--- config.mk ---
export PLATFORM = sky130hd
export DESIGN_NAME = rbsm_ctrl
export DESIGN_NICKNAME = d
export VERILOG_FILES = /design/src/rtl/rbsm_pkg.sv /design/src/rtl/rbsm_ctrl.sv
export SDC_FILE = /design/constraint.sdc
export NUM_CORES = 1
export LEC_CHECK = 0
export BUFFER_PORTS_ARGS = -buffer_cell sky130_fd_sc_hd__clkbuf_2
export CORE_AREA = 2 2 39 41
export CTS_BUF_LIST = sky130_fd_sc_hd__clkbuf_8
export DETAILED_ROUTE_END_ITERATION = 8
export DIE_AREA = 0 0 41 43
export GPL_ROUTABILITY_DRIVEN = 0
export PLACE_DENSITY_LB_ADDON = 0.2
export SLEW_MARGIN = 30
export SYNTH_ARGS = -nofsm -noshare
export SYNTH_HDL_FRONTEND = slang
export SYNTH_SLANG_ARGS = --single-unit
--- constraint.sdc ---
create_clock -name clk_i -period 3.76 [get_ports clk_i]
set_clock_uncertainty 0.1 [all_clocks]
set_input_delay 0.376 -clock clk_i [delete_from_list [all_inputs] [get_ports clk_i]]
set_output_delay 0.376 -clock clk_i [all_outputs]
set_load 0.01 [all_outputs]
--- src/rtl/rbsm_pkg.sv ---
// ----------------------------------------------------------------------------
// Reorder buffer slot manager package
// Shared types, constants and control structs.
// ----------------------------------------------------------------------------
package rbsm_pkg;

  localparam int unsigned Slots    = 64;
  localparam int unsigned SlotBits = $clog2(Slots);
  localparam int unsigned TagBits  = 16;
  localparam int unsigned NumBits  = 32;

  typedef enum logic [1:0] {
    MODE_ARRIVE  = 2'd0,
    MODE_DELIVER = 2'd1,
    MODE_TIMEOUT = 2'd2,
    MODE_UNUSED  = 2'd3
  } mode_e;

  typedef enum logic [1:0] {
    FLAG_EMPTY = 2'd0,
    FLAG_FULL  = 2'd1,
    FLAG_TIMED = 2'd2,
    FLAG_RSVD  = 2'd3
  } flag_e;

  typedef enum logic [2:0] {
    V_STORED    = 3'd0,
    V_DUP       = 3'd1,
    V_LATE      = 3'd2,
    V_DELIVERED = 3'd3,
    V_EMPTY     = 3'd4,
    V_TIMEOUT   = 3'd5,
    V_IDLE      = 3'd6,
    V_RSVD      = 3'd7
  } verdict_e;

  typedef enum logic [0:0] {
    REG_START_THRESHOLD = 1'd0,
    REG_TIMEOUT_LIMIT   = 1'd1
  } reg_e;

  typedef enum logic [1:0] {
    ST_IDLE,
    ST_READ,
    ST_EXEC,
    ST_OUT
  } state_e;

  typedef struct packed {
    logic [1:0]         mode;
    logic [NumBits-1:0] pkt_num;
    logic [TagBits-1:0] packet_tag;
  } in_item_t;

  typedef struct packed {
    logic [2:0]         verdict;
    logic [5:0]         slot;
    logic [TagBits-1:0] tag_out;
    logic [NumBits-1:0] number_out;
    logic               delivering;
    logic [NumBits-1:0] head_number;
  } out_item_t;

  typedef struct packed {
    logic load_in;
    logic rd_en;
    logic exec;
  } ctrl_t;

endpackage

--- src/rtl/rbsm_ctrl.sv ---
// ----------------------------------------------------------------------------
// Reorder buffer controller
// Sequences capture, slot read, execute and result hand-off for each item.
// ----------------------------------------------------------------------------
module rbsm_ctrl (
  input  logic            clk_i,
  input  logic            rst_ni,
  input  logic            in_valid_i,
  output logic            in_ready_o,
  output logic            out_valid_o,
  input  logic            out_ready_i,
  output rbsm_pkg::ctrl_t ctrl_o
);
  import rbsm_pkg::*;

  state_e state_q, state_d;

  always_ff @(posedge clk_i or negedge rst_ni) begin
    if (!rst_ni) begin
      state_q <= ST_IDLE;
    end else begin
      state_q <= state_d;
    end
  end

  always_comb begin
    state_d     = state_q;
    ctrl_o      = '0;
    in_ready_o  = 1'b0;
    out_valid_o = 1'b0;
    case (state_q)
      ST_IDLE: begin
        in_ready_o = 1'b1;
        if (in_valid_i) begin
          ctrl_o.load_in = 1'b1;
          state_d = ST_READ;
        end
      end
      ST_READ: begin
        ctrl_o.rd_en = 1'b1;
        state_d = ST_EXEC;
      end
      ST_EXEC: begin
        ctrl_o.exec = 1'b1;
        state_d = ST_OUT;
      end
      ST_OUT: begin
        out_valid_o = 1'b1;
        in_ready_o  = out_ready_i;
        if (out_ready_i) begin
          if (in_valid_i) begin
            ctrl_o.load_in = 1'b1;
            state_d = ST_READ;
          end else begin
            state_d = ST_IDLE;
          end
        end
      end
      default: state_d = ST_IDLE;
    endcase
  end
endmodule
## Word level (Yosys, flattened, before mapping)

Index checks and enable logic that the tools add are counted.

- Multiplexer cells: 11
- Reductions and logical operators: 2
- Eq/ne operators: 5

Operators by type and width:

| operator | count |
|---|---|
| case mux 2 bit (4 select lines) | 1 |
| two-way mux 1 bit | 6 |
| equality test 2 bit (second input constant) | 2 |
| two-way mux 2 bit | 2 |
| inequality test 2 bit (second input constant) | 2 |
| case mux 1 bit (2 select lines) | 2 |
| equality test 2 x 1 -> 1 bit (second input constant) | 1 |
| logical NOT 2 bit | 1 |
| AND reduction 2 bit | 1 |

- Word-level logic and storage cells: 19
- Output and inout bits: 5
- Register bits: 2

## Depth between registers and ports, before layout

Gate-level depths: netlist of the first run.

- Depth after elaboration: 3
- Depth in mapped cells: 5
- Depth with buffers taken out: 5

## Least setup slack after synthesis of the first run

OpenSTA, ideal clock, no wires.

- Path type: reg-to-output
- Start point: reg state_q[0]
- End point: out ctrl_o[2] (netlist bit)
- Path buffers: 0
- Arrival: 1.136 ns
- Stages on the path, launching flop included: 4
- Path slack: 2.148 ns
- Path through: dfrtp_1 > inv_1 > ha_1 > nor3b_1

RTL lines:

| what | RTL line | text |
|---|---|---|
| start, declared | rbsm_ctrl.sv:16 | `state_e state_q, state_d;` |
| start signal, assigned | rbsm_ctrl.sv:22 | `state_q <= state_d;` |
| end, declared | rbsm_ctrl.sv:12 | `output rbsm_pkg::ctrl_t ctrl_o` |

==> results of run 1 <==
-- cell type report --
type	instances	share of cell area
clock buffer	3	0.1264
inverter	2	0.02299
multi-input combinational	18	0.4828
tap	16	0.06130
timing repair buffer	9	0.1533
sequential	2	0.1533
-- layer usage --
layer	GRT usage	vias up	wire, um
met1	0.08917	89	241
met5	0	-	0
met2	0.09063	10	208
met4	0.06000	0	0
met3	0.01571	0	29
li1	-	98	-
-- final timing paths --
kind                                        start                     end  cells after the start
max                        state_q[0]$_DFFE_PN0P_               ctrl_o[2]                      4
min in group clk_i         state_q[0]$_DFFE_PN0P_  state_q[0]$_DFFE_PN0P_                      1
max in group asynchronous                  rst_ni  state_q[0]$_DFFE_PN0P_                      2
max reg2reg                state_q[0]$_DFFE_PN0P_  state_q[1]$_DFFE_PN0P_                      5
min reg2reg                state_q[0]$_DFFE_PN0P_  state_q[0]$_DFFE_PN0P_                      1
min                                        rst_ni  state_q[1]$_DFFE_PN0P_                      2
-- cell usage in the layout, fill, tap and decap left out, drive strengths merged --
master,netlist,layout
inv,2,2
a31o,1,1
o31ai,1,1
ha,6,6
nand2,1,1
a21oi,3,3
mux2,1,1
clkbuf,0,11
or2b,2,2
dlygate4sd3,0,1
nor2,2,2
dfrtp,2,2
nor3b,1,1
-- worst register-to-register path, cell delays in order (launching register included) --
cell and delay, ns:
dfrtp_1 0.42, inv_1 0.15, ha_1 0.21, or2b_1 0.27
nand2_2 0.08, mux2_4 0.29
-- cell families after synthesis --
logic type               count (synthesis)
adder cells (fa/ha/maj)                  6
AND/OR/NAND/NOR                          6
AO/OA/AOI/OAI                            5
buffers and inverters                    2
flip-flops                               2
multiplexers                             1
-- what timing repair did --
item,CTS,global route
hold endpoints to repair,2,0
hold buffers,1,0
setup endpoints to repair,0,0
buffers inserted,0,0
-- report_power, final --
part	leakage, nW	switching, mW	internal [mW]	total [mW]
combinational	0.127	0.0869	0.0826	0.170
sequential	0.0236	0.0173	0.0341	0.0514
clock	0.0216	0.0166	0.0677	0.0843
total	0.172	0.121	0.184	0.305
-- through the flow --
stage	hold slack [ns]	worst slack, ns	instances	utilization
final	0.3862	1.821	50	0.2360
after global routing	0.4021	1.713	50	0.2360
after CTS	0.3863	1.806	50	0.2360
after detailed placement	0.06772	2.048	46	0.1989
after global placement	0.06393	2.052	46	0.1989
after floorplan	-0.01959	2.148	22	-
==> results.json, run 1 <==
{
  "worstPathRequired_ns": 3.28,
  "viasPerCell": 3.940,
  "row_count": 14,
  "dieArea_sq_um": 1763,
  "drive_gt1_frac": 0.3824,
  "powerDensity_nw_per_um2": 934.9,
  "root_buffer": "clkbuf_8",
  "cts_resized": 0,
  "leakage_nw": 0.1721,
  "slowest_delay_ns": 0.41,
  "reg_top3": "state_q (2)",
  "ctsLongestPathBuffers": 2,
  "synth_edf_count": 0,
  "drt_iter0_markers": 3,
  "muxShareOfSynthArea": 0.06977,
  "synthAdderAreaFrac": 0.3488,
  "drt_wl_total_um": 479,
  "clock-sinks": 2,
  "cp-start-kind": "register",
  "initial_core_util": 0.1555,
  "critical_path.top_delay_family": "flip-flops",
  "dr.pass1.iters": 4,
  "yosys-top-cells-count": "ha_1 (6), a21oi_1 (3)",
  "critPathKind": "register to output pin",
  "n_fill_cell": 152,
  "dieWidth_um": 41,
  "antenna_found_initial": 0,
  "antenna_left": 0,
  "fp.dieH_um": 43,
  "synthArstFlopShare": 1.000,
  "vias": 197,
  "areaGrowthSynthToFinish_pct": 51.74,
  "ys_types": 11,
  "port_buffers": 8,
  "ir_worst_vdd_v": 0.0002461,
  "cp_cell_sequence": "inv_1, ha_1, nor3b_1, clkbuf_2",
  "synth_top_family_by_area": "adder cells",
  "critPathCaptureType": "output pin",
  "r2r_slack_ns": 2.12,
  "yosysMostFrequentCell": "ha_1",
  "crit_buf_inv": 2,
  "cts_max_level": 1,
  "hold_class": "input port to async pin",
  "synth-compound-area-share": 0.1453,
  "clkTransAtPathRegs_ns": 0.03,
  "grt_max_degree": 7,
  "ys.flop_type": "dfrtp_1",
  "slowest_stage": "dfrtp_1",
  "finalCritPeriodShare": 0.5157,
  "multi_input_area_sq_um": 157.7,
  "grt_pass1_vias": 204,
  "slew_violations": 0,
  "grtUsageTotal": 0.06907,
  "grt_first_pass_wirelength_um": 814,
  "synth_top_area_share": 0.3488,
  "core_sq_um": 1384,
  "ff_latch_area_sq_um": 50.05,
  "clk_latency_ns": 0.21,
  "finalCriticalPeriod_ns": 1.939,
  "rsz0062_at_grt": "no",
  "maxCapViolations": 0,
  "placed_cell_area_sq_um": 275.3,
  "status": "finished clean",
  "yosysWarnings": 0,
  "slew_headroom": 0.8649,
  "numCtsBuffers": 3,
  "ios": 9,
  "setup_viol": 0,
  "nNetsFinal": 46,
  "syn-instance-count": 22,
  "synth-seq-cells": 2,
  "max_freq_ghz": 0.5157,
  "yosys.area.top_type": "ha_1",
  "worst_pin_slew_ns": 0.2009,
  "synthXorXnorAreaFrac": 0,
  "critPathArrivalTime_ns": 1.46,
  "avgSynthCellArea_sq_um": 9.782,
  "drc": 0,
  "synthSimpleGateAreaFrac": 0.1686,
  "largest_reg_flops": 2,
  "synth.area.top_cells": "ha_1 (35%), dfrtp_1 (23%), a21oi_1 (7.0%), mux2_4 (7.0%), or2b_1 (7.0%)",
  "hold_violations": 0,
  "top_register": "state_q",
  "synth_nets": 32,
  "syn_area_sq_um": 215.2,
  "overflow": 0,
  "ys_seq_area_frac": 0.2326,
  "setup_tns_ns": 0,
  "path_max_fanout": 5,
  "p_total_uw": 305.3,
  "tritoncts": "done",
  "fin_area_sq_um": 326.6,
  "n_antenna_cell": 0,
  "wl_per_cell_um": 9.580
}
No activity file was read; power rests on OpenSTA's default activity.
==> run 2, diff against run 1 <==
==> constraint.sdc (replaced) <==
create_clock -name clk_i -period 1.55 [get_ports clk_i]
set_clock_uncertainty 0.1 [all_clocks]
set_input_delay 0.155 -clock clk_i [delete_from_list [all_inputs] [get_ports clk_i]]
set_output_delay 0.155 -clock clk_i [all_outputs]
set_load 0.01 [all_outputs]
==> run 2 against run 1 <==
Compared with the run above: final cell count up 12%; via count up 9.1%; non-clock buffer count up 6; sequential cell count unchanged; register-to-register slack worse by 2.1 ns; count of clock-buffer cells in the layout unchanged; final area up 30%; largest power group unchanged; power rose to 3.3 times the previous value; sequential share of layout area down 3.6 points; critical path depth up 1; first-iteration DRC count down 100%; largest cell class unchanged; highest routed layer unchanged; setup slack worse by 1.8 ns.
==> results.json, run 2 (same netlist as run 1, synthesis figures left out) <==
{
  "cts_max_level": 1,
  "critPathArrivalTime_ns": 1.53,
  "leakage_nw": 0.2051,
  "hold_class": "input port to async pin",
  "setup_tns_ns": 0,
  "clk_latency_ns": 0.21,
  "dp_hpwl_um": 376.5,
  "clock-sinks": 2,
  "worst_pin_slew_ns": 0.1944,
  "drt_iter0_markers": 0,
  "status": "finished clean",
  "cp-start-kind": "register",
  "antenna_left": 0,
  "slew_headroom": 0.8693,
  "root_buffer": "clkbuf_8",
  "initial_core_util": 0.1555,
  "final_cell_mix": "clkbuf_2 (7), buf_4 (4), ha_4 (3), ha_1 (3), clkbuf_8 (3)",
  "nNetsFinal": 52,
  "drive_gt1_frac": 0.6250,
  "n_antenna_cell": 0,
  "row_count": 14,
  "finalCriticalPeriod_ns": 1.540,
  "viasPerCell": 3.839,
  "rsz0062_at_grt": "yes",
  "critPathCaptureType": "register",
  "clkTransAtPathRegs_ns": 0.03,
  "largest_reg_flops": 2,
  "critPathKind": "register to register",
  "worstPathRequired_ns": 1.54,
  "layout_setup_ws_ns": 0.009583,
  "top_register": "state_q",
  "powerDensity_nw_per_um2": 2347,
  "dieWidth_um": 41,
  "multi_input_area_sq_um": 203.9,
  "hold_violations": 0,
  "ff_latch_area_sq_um": 50.05,
  "maxCapViolations": 0,
  "setup_viol": 0,
  "dr.pass1.iters": 1,
  "ir_worst_vdd_v": 0.0007125,
  "placed_cell_area_sq_um": 305.3,
  "port_buffers": 8,
  "grtUsageTotal": 0.08000,
  "wl_per_cell_um": 10.07,
  "drc": 0,
  "drt_wl_total_um": 564,
  "core_sq_um": 1384,
  "ctsLongestPathBuffers": 2,
  "slew_violations": 0,
  "grt_first_pass_wirelength_um": 959,
  "final_common_cell": "clkbuf_2",
  "grt_pass1_vias": 243,
  "n_fill_cell": 151,
  "ios": 9,
  "hold_ws_ns": 0.1656,
  "dieArea_sq_um": 1763,
  "fin_area_sq_um": 425.4,
  "tritoncts": "done",
  "grt_max_degree": 5,
  "overflow": 0,
  "fp.dieH_um": 43,
  "path_max_fanout": 3,
  "place_ws_ns": 0.01997,
  "finalCritPeriodShare": 0.9938,
  "reg_top3": "state_q (2)",
  "numCtsBuffers": 3,
  "antenna_found_initial": 0,
  "vias": 215,
  "max_freq_ghz": 0.6492,
  "areaGrowthSynthToFinish_pct": 97.67
}
## run 2: cell count changes in the layout (fill, tap and decap cells not counted)
cell      previous run  this run
buf_4                0         4
ha_1                 6         3
ha_4                 0         3
buf_6                0         2
a21oi_1              3         2
a21oi_2              0         1
buf_2                0         1
clkbuf_2             8         7
inv_1                2         1
inv_2                0         1
nor3b_1              1         0
nor3b_2              0         1
## run 2: repair_timing
item,in CTS,in global routing
hold endpoints to repair,2,0
pin swaps,1,0
gates resized for setup,6,5
hold buffers,1,0
setup endpoints to repair,2,3
setup buffers,2,0
## run 2: critical path, stage by stage, from the launching register on
cell and delay, ns:
dfrtp_1 0.41, buf_6 0.14, ha_4 0.13, or2b_1 0.26
nand2_2 0.08, mux2_4 0.29
## run 2: per-stage QoR
stage          std cells    util  power (mW)
4_1_cts               56  0.2884      0.9516
5_1_grt               56  0.3074       1.090
6_report              56  0.3074      0.9984
3_5_place_dp          50  0.2206      0.6133
2_1_floorplan         22       -      0.4209
3_3_place_gp          50  0.2206      0.6098
## run 2: final timing paths
| path | start | to | slack (ns) | cells past startpoint |
|---|---|---|---|---|
| hold / removal | rst_ni | state_q[1]$_DFFE_PN0P_ | 0.17 | 2 |
| setup / recovery | state_q[1]$_DFFE_PN0P_ | state_q[1]$_DFFE_PN0P_ | 0.01 | 5 |
| hold reg to reg | state_q[0]$_DFFE_PN0P_ | state_q[0]$_DFFE_PN0P_ | 0.56 | 2 |
| min in group clk_i | in_valid_i | state_q[0]$_DFFE_PN0P_ | 0.32 | 4 |
| max in group asynchronous | rst_ni | state_q[0]$_DFFE_PN0P_ | 1.09 | 2 |
| setup reg to reg | state_q[1]$_DFFE_PN0P_ | state_q[1]$_DFFE_PN0P_ | 0.01 | 5 |
## run 2: final cells by class
type / instances / share of cell area
multi-input combinational: 18 / 0.4794
timing repair buffer: 15 / 0.2412
sequential: 2 / 0.1176
clock buffer: 3 / 0.09706
tap: 16 / 0.04706
inverter: 2 / 0.01765
## run 2: power by group
group / switching [mW] / internal, mW
clock: 0.0398 / 0.164
combinational: 0.311 / 0.369
sequential: 0.0315 / 0.0828
total: 0.382 / 0.616
## run 2: routing by layer
metal / track usage / wire length, um
met5: 0 / 0
met3: 0 / 25
met1: 0.09206 / 262
met2: 0.1219 / 277
met4: 0.08000 / 0
